<file path="config.mk">
export PLATFORM = sky130hd
export DESIGN_NAME = leq_sound_level_integrator_flat
export DESIGN_NICKNAME = d
export VERILOG_FILES = /design/src/rtl/core/leq_pkg.sv /design/src/rtl/core/leq_sample_if.sv /design/src/rtl/core/leq_level_if.sv /design/src/rtl/core/leq_front.sv /design/src/rtl/core/leq_fifo.sv /design/src/rtl/core/leq_back.sv /design/src/rtl/core/leq_sound_level_integrator.sv /design/src/flat_wrapper.sv
export SDC_FILE = /design/constraint.sdc
export NUM_CORES = 2
export LEC_CHECK = 0
export BUFFER_PORTS_ARGS = -buffer_cell sky130_fd_sc_hd__buf_2
export CAP_MARGIN = 30
export CORE_MARGIN = 2
export CORE_UTILIZATION = 60
export DETAILED_ROUTE_END_ITERATION = 6
export PLACE_DENSITY = 0.75
export SYNTH_ARGS = -nofsm -noshare
export SYNTH_HDL_FRONTEND = slang
export SYNTH_SLANG_ARGS = --single-unit
export TNS_END_PERCENT = 100
</file>
<file path="constraint.sdc">
create_clock -name clk -period 10.5 [get_ports clk]
set_clock_uncertainty 0.1 [all_clocks]
set_input_delay 1.575 -clock clk [delete_from_list [all_inputs] [get_ports clk]]
set_output_delay 1.575 -clock clk [all_outputs]
set_load 0.005 [all_outputs]
</file>
<file path="src/rtl/core/leq_pkg.sv">
// Shared types and constants of the Leq sound level integrator.
// Has no dependencies; every other file of the block refers to it.
package leq_pkg;

  // Input sample and period widths.
  localparam int SAMPLE_BITS = 24;
  localparam int PERIOD_BITS = 18;

  // Accumulator and squared-sample widths.
  localparam int SUM_W = 64;
  localparam int SQ_W  = 2 * SAMPLE_BITS;

  // Fixed-point log2: integer part (bit index) and fraction.
  localparam int EXP_W         = $clog2(SUM_W);
  localparam int LOG_FRAC_BITS = 20;
  localparam int LOG_W         = EXP_W + LOG_FRAC_BITS;
  localparam int MANT_W        = 32;
  localparam int NORM_STEPS    = EXP_W;
  localparam int STEP_W        = $clog2(NORM_STEPS);
  localparam int ITER_W        = $clog2(LOG_FRAC_BITS);

  // Full-scale offset of the mean square, 2*(SAMPLE_BITS-1) in log2 Q.20.
  localparam int LOG_OFFSET = (2 * (SAMPLE_BITS - 1)) << LOG_FRAC_BITS;

  // Level scaling: 10*log10(2) in Q16, product rounded back by 2^28.
  localparam int DIFF_W          = LOG_W + 2;
  localparam int NEG_W           = LOG_W + 1;
  localparam int SCALE_W         = 18;
  localparam int TEN_LOG10_2_Q16 = 197283;
  localparam int PROD_W          = NEG_W + SCALE_W;
  localparam int ROUND_SHIFT     = 28;
  localparam int Q_W             = PROD_W - ROUND_SHIFT + 1;

  // Output level format, signed Q8.8.
  localparam int LEVEL_W   = 17;
  localparam int LEVEL_MIN = -36864;
  localparam int LEVEL_MAG = 36864;

  // Queue between the accumulator and the level unit (power of two).
  localparam int QUEUE_DEPTH = 2;
  localparam int QUEUE_AW    = $clog2(QUEUE_DEPTH);

  // Configuration space.
  localparam int CFG_DW = 32;
  localparam int CFG_AW = 3;
  localparam logic [0:0] REG_PERIOD = 1'b0;
  localparam int PERIOD_RESET = 48000;

  // One finished period: its sum of squares and its sample count.
  typedef struct packed {
    logic [SUM_W-1:0]       sum;
    logic [PERIOD_BITS-1:0] cnt;
  } acc_entry_t;

  // Write side of the queue.
  typedef struct packed {
    logic       valid;
    acc_entry_t entry;
  } q_push_t;

  // Read side of the queue: head entry and whether it holds one.
  typedef struct packed {
    logic       valid;
    acc_entry_t entry;
  } q_head_t;

endpackage

</file>
<file path="src/rtl/core/leq_sample_if.sv">
// Valid/ready channel that carries one audio sample per transaction.
// Depends on leq_pkg for the sample width.
interface leq_sample_if;
  logic                                  valid;
  logic                                  ready;
  logic signed [leq_pkg::SAMPLE_BITS-1:0] sample_value;

  modport source (output valid, output sample_value, input ready);
  modport sink   (input valid, input sample_value, output ready);
endinterface

</file>
<file path="src/rtl/core/leq_level_if.sv">
// Valid/ready channel that carries one level result per transaction.
// Depends on leq_pkg for the level width.
interface leq_level_if;
  logic                              valid;
  logic                              ready;
  logic signed [leq_pkg::LEVEL_W-1:0] level_db;
  logic                              silent_flag;

  modport source (output valid, output level_db, output silent_flag, input ready);
  modport sink   (input valid, input level_db, input silent_flag, output ready);
endinterface

</file>
<file path="src/rtl/core/leq_front.sv">
// Front end: squares each sample, accumulates sum and count, and pushes a
// finished period into the queue. Depends on leq_pkg and leq_sample_if.
module leq_front (
  input  logic                            clk,
  input  logic                            rst_n,
  leq_sample_if.sink                      in_if,
  input  logic [leq_pkg::PERIOD_BITS-1:0] period,
  input  logic                            q_full,
  output leq_pkg::q_push_t                q_push
);

  logic                            sq_vld_r;
  logic [leq_pkg::SQ_W-1:0]        sq_r;
  logic [leq_pkg::SUM_W-1:0]       sum_r;
  logic [leq_pkg::PERIOD_BITS-1:0] cnt_r;

  logic [leq_pkg::SAMPLE_BITS-1:0] raw;
  logic [leq_pkg::SAMPLE_BITS-1:0] mag;
  logic [leq_pkg::SUM_W-1:0]       sum_add;
  logic [leq_pkg::PERIOD_BITS-1:0] cnt_inc;
  logic                            emit;
  logic                            adv;

  always_comb begin
    raw     = in_if.sample_value;
    mag     = raw[leq_pkg::SAMPLE_BITS-1] ? ((~raw) + leq_pkg::SAMPLE_BITS'(1)) : raw;
    sum_add = sum_r + leq_pkg::SUM_W'(sq_r);
    cnt_inc = cnt_r + leq_pkg::PERIOD_BITS'(1);
    // A period ends when the count reaches the period or wraps to zero.
    emit    = (cnt_inc >= period) || (cnt_inc == '0);
    adv     = !emit || !q_full;
  end

  assign in_if.ready        = !sq_vld_r || adv;
  assign q_push.valid       = sq_vld_r && emit && !q_full;
  assign q_push.entry.sum   = sum_add;
  assign q_push.entry.cnt   = cnt_inc;

  always_ff @(posedge clk) begin
    if (!rst_n) begin
      sq_vld_r <= 1'b0;
      sum_r    <= '0;
      cnt_r    <= '0;
    end else begin
      if (sq_vld_r && adv) begin
        if (emit) begin
          sum_r <= '0;
          cnt_r <= '0;
        end else begin
          sum_r <= sum_add;
          cnt_r <= cnt_inc;
        end
      end
      if (in_if.ready) begin
        sq_vld_r <= in_if.valid;
        sq_r     <= mag * mag;
      end
    end
  end

endmodule

</file>
<file path="src/rtl/core/leq_fifo.sv">
// Short queue of finished periods between the front and back ends.
// Depends on leq_pkg for the entry type and depth.
module leq_fifo (
  input  logic             clk,
  input  logic             rst_n,
  input  leq_pkg::q_push_t q_push,
  input  logic             q_pop,
  output logic             q_full,
  output leq_pkg::q_head_t q_head
);

  leq_pkg::acc_entry_t           mem_r [leq_pkg::QUEUE_DEPTH];
  logic [leq_pkg::QUEUE_AW-1:0]  wr_ptr_r;
  logic [leq_pkg::QUEUE_AW-1:0]  rd_ptr_r;
  logic [leq_pkg::QUEUE_AW:0]    fill_r;
  logic                          do_push;
  logic                          do_pop;

  assign q_full       = (fill_r == (leq_pkg::QUEUE_AW + 1)'(leq_pkg::QUEUE_DEPTH));
  assign q_head.valid = (fill_r != '0);
  assign q_head.entry = mem_r[rd_ptr_r];
  assign do_push      = q_push.valid && !q_full;
  assign do_pop       = q_pop && q_head.valid;

  always_ff @(posedge clk) begin
    if (do_push) begin
      mem_r[wr_ptr_r] <= q_push.entry;
    end
    if (!rst_n) begin
      wr_ptr_r <= '0;
      rd_ptr_r <= '0;
      fill_r   <= '0;
    end else begin
      if (do_push) begin
        wr_ptr_r <= wr_ptr_r + leq_pkg::QUEUE_AW'(1);
      end
      if (do_pop) begin
        rd_ptr_r <= rd_ptr_r + leq_pkg::QUEUE_AW'(1);
      end
      case ({do_push, do_pop})
        2'b10:   fill_r <= fill_r + (leq_pkg::QUEUE_AW + 1)'(1);
        2'b01:   fill_r <= fill_r - (leq_pkg::QUEUE_AW + 1)'(1);
        default: fill_r <= fill_r;
      endcase
    end
  end

endmodule

</file>
<file path="src/rtl/core/leq_back.sv">
// Back end: turns a finished period into a dB FS level through two
// iterative log2 evaluations and a scale. Depends on leq_pkg, leq_level_if.
module leq_back (
  input  logic             clk,
  input  logic             rst_n,
  input  leq_pkg::q_head_t q_head,
  output logic             q_pop,
  leq_level_if.source      out_if
);

  typedef enum logic [2:0] {
    S_IDLE,
    S_NORM,
    S_MUL,
    S_FIX,
    S_DIFF,
    S_SCALE,
    S_ROUND,
    S_DONE
  } state_t;

  state_t                              state_r;
  logic [leq_pkg::SUM_W-1:0]           x_r;
  logic [leq_pkg::EXP_W-1:0]           e_r;
  logic [leq_pkg::STEP_W-1:0]          step_r;
  logic [leq_pkg::MANT_W-1:0]          m_r;
  logic [2*leq_pkg::MANT_W-1:0]        p_r;
  logic [leq_pkg::LOG_FRAC_BITS-1:0]   frac_r;
  logic [leq_pkg::ITER_W-1:0]          it_r;
  logic                                which_r;
  logic [leq_pkg::PERIOD_BITS-1:0]     cnt_hold_r;
  logic [leq_pkg::LOG_W-1:0]           lsum_r;
  logic [leq_pkg::LOG_W-1:0]           lcnt_r;
  logic [leq_pkg::NEG_W-1:0]           neg_r;
  logic [leq_pkg::PROD_W-1:0]          prod_r;
  logic signed [leq_pkg::LEVEL_W-1:0]  res_level_r;
  logic                                res_silent_r;
  logic                                out_valid_r;
  logic signed [leq_pkg::LEVEL_W-1:0]  out_level_r;
  logic                                out_silent_r;

  logic [leq_pkg::EXP_W-1:0]           sh;
  logic                                hi_zero;
  logic [leq_pkg::SUM_W-1:0]           x_nx;
  logic [leq_pkg::EXP_W-1:0]           e_nx;
  logic [leq_pkg::MANT_W:0]            t;
  logic                                fbit;
  logic [leq_pkg::MANT_W-1:0]          m_nx;
  logic [leq_pkg::LOG_FRAC_BITS-1:0]   frac_nx;
  logic signed [leq_pkg::DIFF_W-1:0]   d;
  logic signed [leq_pkg::DIFF_W-1:0]   negd;
  logic [leq_pkg::PROD_W:0]            q_sum;
  logic [leq_pkg::Q_W-1:0]             q;
  logic                                out_free;

  always_comb begin
    // Normalization: one halving of the shift width per step.
    sh      = leq_pkg::EXP_W'(leq_pkg::SUM_W / 2) >> step_r;
    hi_zero = ((x_r & ~({leq_pkg::SUM_W{1'b1}} >> sh)) == '0);
    x_nx    = hi_zero ? (x_r << sh) : x_r;
    e_nx    = hi_zero ? (e_r - sh) : e_r;
    // One squaring step of the mantissa.
    t       = p_r[2*leq_pkg::MANT_W-1 : leq_pkg::MANT_W-1];
    fbit    = t[leq_pkg::MANT_W];
    m_nx    = fbit ? t[leq_pkg::MANT_W:1] : t[leq_pkg::MANT_W-1:0];
    frac_nx = {frac_r[leq_pkg::LOG_FRAC_BITS-2:0], fbit};
    // Log difference relative to full scale.
    d       = $signed({2'b00, lsum_r}) - $signed({2'b00, lcnt_r})
              - leq_pkg::DIFF_W'(leq_pkg::LOG_OFFSET);
    negd    = -d;
    q_sum   = {1'b0, prod_r} + (leq_pkg::PROD_W + 1)'(1 << (leq_pkg::ROUND_SHIFT - 1));
    q       = q_sum[leq_pkg::PROD_W : leq_pkg::ROUND_SHIFT];
    out_free = !out_valid_r || out_if.ready;
  end

  assign q_pop              = (state_r == S_IDLE) && q_head.valid;
  assign out_if.valid       = out_valid_r;
  assign out_if.level_db    = out_level_r;
  assign out_if.silent_flag = out_silent_r;

  always_ff @(posedge clk) begin
    if (!rst_n) begin
      state_r     <= S_IDLE;
      out_valid_r <= 1'b0;
    end else begin
      // In S_DONE a departing result is replaced by the next one instead.
      if (out_valid_r && out_if.ready && (state_r != S_DONE)) begin
        out_valid_r <= 1'b0;
      end
      case (state_r)
        S_IDLE: begin
          if (q_head.valid) begin
            if ((q_head.entry.sum == '0) || (q_head.entry.cnt == '0)) begin
              res_level_r  <= leq_pkg::LEVEL_W'(leq_pkg::LEVEL_MIN);
              res_silent_r <= (q_head.entry.sum == '0);
              state_r      <= S_DONE;
            end else begin
              x_r        <= q_head.entry.sum;
              e_r        <= leq_pkg::EXP_W'(leq_pkg::SUM_W - 1);
              step_r     <= '0;
              which_r    <= 1'b0;
              cnt_hold_r <= q_head.entry.cnt;
              state_r    <= S_NORM;
            end
          end
        end
        S_NORM: begin
          x_r    <= x_nx;
          e_r    <= e_nx;
          step_r <= step_r + leq_pkg::STEP_W'(1);
          if (step_r == leq_pkg::STEP_W'(leq_pkg::NORM_STEPS - 1)) begin
            m_r     <= x_nx[leq_pkg::SUM_W-1 -: leq_pkg::MANT_W];
            frac_r  <= '0;
            it_r    <= '0;
            state_r <= S_MUL;
          end
        end
        S_MUL: begin
          p_r     <= m_r * m_r;
          state_r <= S_FIX;
        end
        S_FIX: begin
          m_r    <= m_nx;
          frac_r <= frac_nx;
          it_r   <= it_r + leq_pkg::ITER_W'(1);
          if (it_r == leq_pkg::ITER_W'(leq_pkg::LOG_FRAC_BITS - 1)) begin
            if (!which_r) begin
              lsum_r  <= {e_r, frac_nx};
              x_r     <= leq_pkg::SUM_W'(cnt_hold_r);
              e_r     <= leq_pkg::EXP_W'(leq_pkg::SUM_W - 1);
              step_r  <= '0;
              which_r <= 1'b1;
              state_r <= S_NORM;
            end else begin
              lcnt_r  <= {e_r, frac_nx};
              state_r <= S_DIFF;
            end
          end else begin
            state_r <= S_MUL;
          end
        end
        S_DIFF: begin
          // Levels above full scale clamp to 0 dB.
          neg_r   <= d[leq_pkg::DIFF_W-1] ? negd[leq_pkg::NEG_W-1:0] : '0;
          state_r <= S_SCALE;
        end
        S_SCALE: begin
          prod_r  <= neg_r * leq_pkg::SCALE_W'(leq_pkg::TEN_LOG10_2_Q16);
          state_r <= S_ROUND;
        end
        S_ROUND: begin
          if (q > leq_pkg::Q_W'(leq_pkg::LEVEL_MAG)) begin
            res_level_r <= leq_pkg::LEVEL_W'(leq_pkg::LEVEL_MIN);
          end else begin
            res_level_r <= -leq_pkg::LEVEL_W'(q);
          end
          res_silent_r <= 1'b0;
          state_r      <= S_DONE;
        end
        S_DONE: begin
          if (out_free) begin
            out_valid_r  <= 1'b1;
            out_level_r  <= res_level_r;
            out_silent_r <= res_silent_r;
            state_r      <= S_IDLE;
          end
        end
        default: state_r <= S_IDLE;
      endcase
    end
  end

endmodule

</file>
<file path="src/rtl/core/leq_sound_level_integrator.sv">
// Top level of the Leq sound level integrator: configuration registers and
// the front end, queue and back end. Depends on leq_pkg, both channel interfaces.

// The block takes one filtered Q1.23 audio sample per transaction and, after
// every period_samples samples, delivers one transaction with the equivalent
// level of that period in dB full scale (signed Q8.8, floor -144 dB) and a
// silent flag that marks a period whose samples were all zero. Samples are
// taken at one per clock cycle: the squaring multiplier and the 64-bit
// accumulator form a two-stage front end that waits on the level math only
// when a period ends while the queue is full.
// Each finished period is parked in a two-entry queue, and the back end turns
// it into a level through two log2 evaluations of 20 mantissa squarings each,
// each squaring a multiply state and a fix-up state on one shared 32x32
// multiplier, plus six normalization steps per log2, then scaling and hand-off;
// an all-zero period goes straight to hand-off. The input therefore runs at full
// rate as long as the back end keeps up with the periods, and otherwise
// stalls only while the queue is full. The period register sits at byte
// address 0 of the APB-style port; it may only be written while the block
// holds no unfinished sample.
module leq_sound_level_integrator (
  input  logic                          clk,
  input  logic                          rst_n,
  leq_sample_if.sink                    in_if,
  leq_level_if.source                   out_if,
  input  logic                          psel,
  input  logic                          penable,
  input  logic                          pwrite,
  input  logic [leq_pkg::CFG_AW-1:0]    paddr,
  input  logic [leq_pkg::CFG_DW-1:0]    pwdata,
  output logic [leq_pkg::CFG_DW-1:0]    prdata,
  output logic                          pready
);

  logic [leq_pkg::PERIOD_BITS-1:0] period_r;
  logic [0:0]                      reg_idx;
  logic                            cfg_wr;
  logic                            q_full;
  logic                            q_pop;
  leq_pkg::q_push_t                q_push;
  leq_pkg::q_head_t                q_head;

  // Registers are word-spaced; the byte offset bits are not decoded.
  assign reg_idx = paddr[leq_pkg::CFG_AW-1:2];
  assign pready  = 1'b1;
  assign cfg_wr  = psel && penable && pwrite && pready && (reg_idx == leq_pkg::REG_PERIOD);
  assign prdata  = (reg_idx == leq_pkg::REG_PERIOD) ? leq_pkg::CFG_DW'(period_r) : '0;

  always_ff @(posedge clk) begin
    if (!rst_n) begin
      period_r <= leq_pkg::PERIOD_BITS'(leq_pkg::PERIOD_RESET);
    end else if (cfg_wr) begin
      period_r <= pwdata[leq_pkg::PERIOD_BITS-1:0];
    end
  end

  // The front end squares and accumulates; it holds its sample whenever a
  // period ends while the queue is full.
  leq_front u_front (
    .clk    (clk),
    .rst_n  (rst_n),
    .in_if  (in_if),
    .period (period_r),
    .q_full (q_full),
    .q_push (q_push)
  );

  leq_fifo u_fifo (
    .clk    (clk),
    .rst_n  (rst_n),
    .q_push (q_push),
    .q_pop  (q_pop),
    .q_full (q_full),
    .q_head (q_head)
  );

  // The back end computes the level and holds it in its output register
  // until the result transaction completes.
  leq_back u_back (
    .clk    (clk),
    .rst_n  (rst_n),
    .q_head (q_head),
    .q_pop  (q_pop),
    .out_if (out_if)
  );

endmodule

</file>
<file path="src/flat_wrapper.sv">
// flat-port wrapper written by rule: the top's interface ports become plain ports
module leq_sound_level_integrator_flat 
  (clk, rst_n, psel, penable, pwrite, paddr, pwdata, prdata, pready, in_if_valid, in_if_sample_value, in_if_ready, out_if_valid, out_if_level_db, out_if_silent_flag, out_if_ready);
  leq_sample_if in_if_i ();
  leq_level_if out_if_i ();
  input  logic clk;
  input  logic rst_n;
  input  logic psel;
  input  logic penable;
  input  logic pwrite;
  input  logic [leq_pkg::CFG_AW-1:0] paddr;
  input  logic [leq_pkg::CFG_DW-1:0] pwdata;
  output logic [leq_pkg::CFG_DW-1:0] prdata;
  output logic pready;
  input wire logic [$bits(in_if_i.valid)-1:0] in_if_valid;
  input wire logic [$bits(in_if_i.sample_value)-1:0] in_if_sample_value;
  output wire logic [$bits(in_if_i.ready)-1:0] in_if_ready;
  output wire logic [$bits(out_if_i.valid)-1:0] out_if_valid;
  output wire logic [$bits(out_if_i.level_db)-1:0] out_if_level_db;
  output wire logic [$bits(out_if_i.silent_flag)-1:0] out_if_silent_flag;
  input wire logic [$bits(out_if_i.ready)-1:0] out_if_ready;
  assign in_if_i.valid = in_if_valid;
  assign in_if_i.sample_value = in_if_sample_value;
  assign in_if_ready = in_if_i.ready;
  assign out_if_valid = out_if_i.valid;
  assign out_if_level_db = out_if_i.level_db;
  assign out_if_silent_flag = out_if_i.silent_flag;
  assign out_if_i.ready = out_if_ready;
  leq_sound_level_integrator u_core (.clk(clk), .rst_n(rst_n), .in_if(in_if_i), .out_if(out_if_i), .psel(psel), .penable(penable), .pwrite(pwrite), .paddr(paddr), .pwdata(pwdata), .prdata(prdata), .pready(pready));
endmodule
</file>
After elaboration in Yosys (flattened, before gate mapping)
Memory sizes are Yosys's and may differ from the RTL's. A register that Yosys moved wholly into a read port is not among the register bits.
Index checks and enable logic that the tools add are counted.
{"block": "totals", "reg_bits": 529, "ramBits": 164, "in_bits": 66, "out_inout_bits": 53, "word_cells": 178, "mem_count": 1}
{"block": "classes", "add_sub_neg": 15, "multipliers": 3, "n_lt_le_gt_ge": 2, "n_eq_ne": 21, "n_shift": 3, "n_mux": 54, "bitwise": 6, "n_reduce_logical": 45}
{"memory": "u_core.u_fifo.mem_r", "words": 2, "width": 82, "rd": 1, "rd_clocked_by_memory_dff": 1, "write_ports": 1, "line_no": "leq_fifo.sv:12", "source": "leq_pkg::acc_entry_t mem_r [leq_pkg::QUEUE_DEPTH];"}
{"operator": "$mux W64", "count": 6}
{"operator": "$pmux W64 S3", "count": 1}
{"operator": "$logic_not A64 Y1", "count": 2}
{"operator": "$add A64 B48 Y64", "count": 1}
{"operator": "$and A64 B64 Y64", "count": 1}
{"operator": "$mul A32 B32 Y64", "count": 1}
{"operator": "$mux W32", "count": 2}
{"operator": "$not A64 Y64", "count": 1}
{"operator": "$pmux W32 S2", "count": 1}
{"operator": "$shl A64 B6 Y64", "count": 1}
{"operator": "$shr A64 B6 Y64 const A", "count": 1}
{"operator": "$mux W17", "count": 3}
{"operator": "$mul A24 B24 Y48", "count": 1}
{"operator": "$add A45 B28 Y46 const B", "count": 1}
{"operator": "$mul A27 B18 Y45 const B", "count": 1}
{"operator": "$pmux W19 S2", "count": 1}
{"operator": "$logic_not A18 Y1", "count": 2}
{"operator": "$mux W18", "count": 2}
{"operator": "$pmux W17 S2", "count": 1}
{"operator": "$mux W3", "count": 10}
{"operator": "$mux W6", "count": 5}
{"operator": "$sub A27 B27 Y28 const B", "count": 1}
{"operator": "$neg A27 Y27", "count": 1}
{"operator": "$sub A26 B26 Y27", "count": 1}
{"operator": "45 further kinds", "count": 101}

Logic depth before layout (Yosys ltp)
{"block": "logic_depth", "ltp_word": 8, "depth_mapped": 38}

By module
Synthesis repeated with hierarchy kept, for this count alone.
{"block": "hier_totals", "cells_unflattened": 8608, "hier_area_um2": 85853.6}
{"module": "leq_back", "n_inst": 1, "cells_per_inst": 5498, "area_each_um2": 54285.8, "seq_area_each_um2": 9509.1}
{"module": "leq_front", "n_inst": 1, "cells_per_inst": 2714, "area_each_um2": 24412.2, "seq_area_each_um2": 3072.9}
{"module": "leq_fifo", "n_inst": 1, "cells_per_inst": 281, "area_each_um2": 6132.1, "seq_area_each_um2": 5024.8}
{"module": "leq_sound_level_integrator", "n_inst": 1, "cells_per_inst": 115, "area_each_um2": 1023.5, "seq_area_each_um2": 360.3}

Worst setup path before layout
No wires, ideal clock.
{"block": "synth_timing", "path_type": "in2reg", "from": "input in_if_sample_value[0]", "to": "register u_core.u_front.sq_r[44] (netlist name), data pin", "arrival_time_ns": 9.940, "t_required_ns": 10.141, "setup_slack_ns": 0.201, "stages": 35, "n_path_buf": 3, "cell_sequence": "clkbuf_1 -> inv_1 -> buf_1 -> ha_1 -> nand2b_1 -> nor3_1 -> nand2_1 -> or3_1 -> o21a_1 -> xnor2_1 -> clkbuf_1 -> nor2_1 -> fa_1 -> fa_1 -> fa_1 -> inv_1 -> fa_1 -> inv_1 -> fa_1 -> fa_1 -> inv_1 -> fa_1 -> inv_1 -> ha_1 -> a21o_1 -> a21o_1 -> a211oi_1 -> o221ai_1 -> a41oi_1 -> o21a_1 -> o21ai_0 -> o31ai_1 -> nand2b_1 -> a21oi_1 -> xnor2_1"}
{"block": "synth_between", "elab_chain_len": 4}
{"item": "start: declaration", "line_no": "flat_wrapper.sv:16", "source": "input wire logic [$bits(in_if_i.sample_value)-1:0] in_if_sample_value;"}
{"item": "$not A24 Y24", "line_no": "leq_front.sv:26", "source": "mag = raw[leq_pkg::SAMPLE_BITS-1] ? ((~raw) + leq_pkg::SAMPLE_BITS'(1)) : raw;"}
{"item": "$add A24 B1 Y24", "line_no": "leq_front.sv:26"}
{"item": "$mux W24 *", "line_no": "leq_front.sv:26"}
{"item": "$mul A24 B24 Y48 *", "line_no": "leq_front.sv:56", "source": "sq_r <= mag * mag;"}
{"item": "end signal: assignment", "line_no": "leq_front.sv:56"}
{"item": "end: declaration", "line_no": "leq_front.sv:13", "source": "logic [leq_pkg::SQ_W-1:0] sq_r;"}
Every way passes the cells marked *; elsewhere a longest branch is shown, timed or not.
A chain may end at the register's enable or synchronous reset.

Worst setup path after layout
{"block": "layout_timing", "from": "input in_if_sample_value[3]", "to": "register u_core.u_front.sq_r[47] (netlist name), data pin"}
The elaborated chain is that of the path after synthesis.

==> impl_metrics.ini <==
[logic_synthesis]
synth_seq_cells = 635
yosys.cell_types.count = 92
synth_area_leaders = fa_1 (32%), edfxtp_1 (19%), ha_1 (11%)
synth_ff_type = edfxtp_1
yosysSeqAreaShare = 0.2134
synth.avg_cell_area_sq_um = 9.886
syn-cell-area_sq_mm = 0.08421
synth_enable_flop_cells = 525
synth_top_area_cell = fa_1
yosysWarningCount = 0
postSynth.asyncResetShare = 0
synth_cells = 8518
synth_largest_type_area_fraction = 0.3167

[sta]
final_min_period_over_clock_period = 0.9529
achievable-frequency_mhz = 99.94
finalHoldViolCount = 0
tightestPinTransition_ns = 1.076
fin_worst_hold_slack_ns = 0.3200
maxSlewHeadroom = 0.2747
final_max_slew_viol_count = 0
timing.setup.tns_ns = 0
number_of_setup_violations_in_the_final_report = 0
rsz_0062_raised_after_global_routing = no
layout_min_cycle_time_ns = 10.01

[hold_path]
worst_hold_path.endpoint = u_core.u_back.out_if.level_db[3]$_DFFE_PP_
hp-start = u_core.u_back.res_level_r[3]$_SDFFCE_PN0P_
hold_path_class = flop to flop
min_path_cells = 0

[place]
gp_routability_congestion = 0.9778
postPlaceCellArea_sq_mm = 0.08789
hpwl_microns = 176800
io_buffer_count = 87

[clock_tree]
cts_hold_buf = 0
cts_htree_levels = 3
cts_tree = yes
post_cts_buffers = 0
cts_sinks = 635
clk_path_buf_depth = 3
cts-buffers-inserted = 71
cts.clk_slew.worst_paths_ns = 0.06
worstSkewPairLatency_ns = 0.66
cts.root.buffer_cell = clkbuf_16

[cells_and_area]
multiInputGateArea_sq_mm = 0.05800
nets = 10770
layout-drive-gt1-share = 0.06302
area_delta_synth_final_pct = 7.305
fillers = 10960
area.sequential_sq_mm = 0.01797
antenna_cells_inserted = 0
post_route_cell_area_sq_mm = 0.09036

[grt]
antenna_found_initial = 5
globalRouteOverflowTotal = 0
grt_first_pass_wirelength_microns = 344900
gr-usage-all-layers = 0.3113
grt_max_degree = 75
first_global_vias = 63850

[critical_path]
criticalPathCategory = primary input to flop
critPathLaunch = in_if_sample_value[3]
path_common_cell = fa_1
r2r-end = u_core.u_back.p_r[51]$_DFFE_PP_
worst-r2r-setup-slack_ns = 1.35
cp-end-kind = flop
worst_path_max_delay_cell = fa_1
r2r_start = u_core.u_back.m_r[9]$_DFFE_PP_
cpPeakStageDelay_ns = 0.57
start_kind = primary input
critPathArrivalTime_ns = 10.30
cp_max_fo = 6
worst-endpoint-required_ns = 10.80
rr_worst_depth = 28

[drt]
wirelength_microns = 217000
tritonroute_pass_1_iters = 5
detail_route.wl_per_cell_microns = 20.56
dr_total_vias = 60670
vias_per_cell = 5.748
drtIter0Drc = 5054
drc = 0
drt.antenna.violating_nets = 0

[floorplanning]
placement_rows = 137
die_w_microns = 378.6
floorplan.initialDensity = 0.6042
design.portCount = 119
core_region_area_sq_mm = 0.1394
die-area_sq_mm = 0.1434
die_y_microns = 378.6

[job]
max_cap_violations = 0

[run_status]
result_of_the_run = completed
-- worst max path at each step --
| stage | end | slack, ns | depth (start not counted) |
|---|---|---|---|
| after floorplan | u_core.u_front.sq_r[44]$_DFFE_PP_ | 0.20 | 35 |
| after global placement | u_core.u_front.sq_r[44]$_DFFE_PP_ | -0.21 | 32 |
| after detailed placement | u_core.u_front.sq_r[46]$_DFFE_PP_ | -0.31 | 32 |
| after CTS | u_core.u_front.sq_r[46]$_DFFE_PP_ | 0.35 | 32 |
| after global routing | u_core.u_front.sq_r[44]$_DFFE_PP_ | 0.06 | 34 |
| final | u_core.u_front.sq_r[47]$_DFFE_PP_ | 0.49 | 32 |
-- final cells by class --
class,instances,share of cell area
tap,1876,0.02598
clock buffer,90,0.02148
sequential,635,0.1989
clock inverter,37,0.004653
timing repair buffer,340,0.02805
inverter,1903,0.07905
multi-input combinational,5675,0.6419
-- cell usage in the layout (no fill, tap or decap), drive strengths merged, types with 31 or more instances in the layout --
master / netlist / layout
inv: 1894 / 1901
fa: 1332 / 1332
ha: 746 / 746
nand2: 680 / 680
edfxtp: 525 / 525
nor2: 428 / 428
buf: 67 / 340
a21oi: 293 / 293
mux2i: 269 / 269
and2: 243 / 243
xnor2: 194 / 194
o21ai: 178 / 178
nand3: 136 / 136
dfxtp: 110 / 110
a21o: 105 / 105
xor2: 100 / 100
clkbuf: 268 / 90
and3: 71 / 71
a21boi: 68 / 68
nor2b: 64 / 64
nor3: 63 / 63
a211oi: 61 / 61
nand4: 53 / 53
o22ai: 49 / 49
nor4: 47 / 47
o211ai: 38 / 38
o21a: 38 / 38
conb: 2 / 32
a31oi: 31 / 31
-- through the flow --
stage | util | setup slack, ns | std cells
floorplan | - | 0.2011 | 8548
global placement | 0.6301 | -0.2087 | 10420
detailed placement | 0.6307 | -0.3062 | 10430
CTS | 0.6476 | 0.3465 | 10550
global route | 0.6484 | 0.06369 | 10560
finish | 0.6484 | 0.4944 | 10560
-- state kept, by name, indices dropped and copies added, names as in the netlist, 5 cells and up, named ones only --
register and cells:
u_core.u_back.p_r 33, u_core.u_back.frac_r 19, u_core.u_front.sq_r 47, u_core.u_back.lcnt_r 26, u_core.u_back.e_r 6, u_core.u_front.sum_r 64
u_core.u_back.res_level_r 17, u_core.u_front.cnt_r 18, u_core.u_back.x_r 64, u_core.u_back.neg_r 27, u_core.period_r 18, u_core.u_back.prod_r 18
u_core.u_back.lsum_r 26, u_core.u_back.m_r 32, u_core.u_back.cnt_hold_r 18, u_core.u_back.out_if.level_db 17, u_core.u_back.it_r 5, u_core.u_fifo.mem_r 164
-- metal layers --
metal / track usage / share of wire
met4: 0.1426 / 0.051
met2: 0.5117 / 0.47
met1: 0.4100 / 0.40
met3: 0.04508 / 0.072
met5: 0 / 0.00012
-- repair_timing --
| action | CTS | global route |
|---|---|---|
| setup endpoints to repair | 0 | 2 |
| gates resized for setup | 0 | 4 |
| endpoints found under the hold margin | 0 | 0 |
-- cell usage after synthesis (47+ instances only) --
cell type,count
a211oi_1,61
a21boi_0,68
a21o_1,105
a21oi_1,292
and2_1,243
and3_1,71
clkbuf_1,268
dfxtp_1,110
edfxtp_1,525
fa_1,1332
ha_1,746
inv_1,1890
mux2i_1,269
nand2_1,680
nand3_1,136
nand4_1,53
nor2_1,426
nor2b_1,64
nor3_1,62
nor4_1,47
o21ai_0,174
o22ai_1,49
xnor2_1,193
xor2_1,100
-- worst max-delay path: cells and delay by family --
| kind | cells | cell delay, ns |
|---|---|---|
| simple gates | 6 | 1.71 |
| fa+ha+maj | 8 | 3.75 |
| compound gates | 11 | 2.41 |
| buf+inv | 5 | 0.44 |
| xor+xnor | 2 | 0.40 |
-- logic make-up after synthesis --
family | Yosys count | synth area share
buffers and inverters | 2238 | 0.1008
adder cells (fa/ha/maj) | 2078 | 0.4275
AND/OR/NAND/NOR | 1894 | 0.1063
AO/OA/AOI/OAI | 1069 | 0.08253
flip-flops | 635 | 0.2134
multiplexers | 308 | 0.03866
XOR/XNOR | 294 | 0.03067
other | 2 | 0.00008919
Power is not shown: default switching activity piles up to over one toggle a cycle in this logic, so the estimate is an artifact.
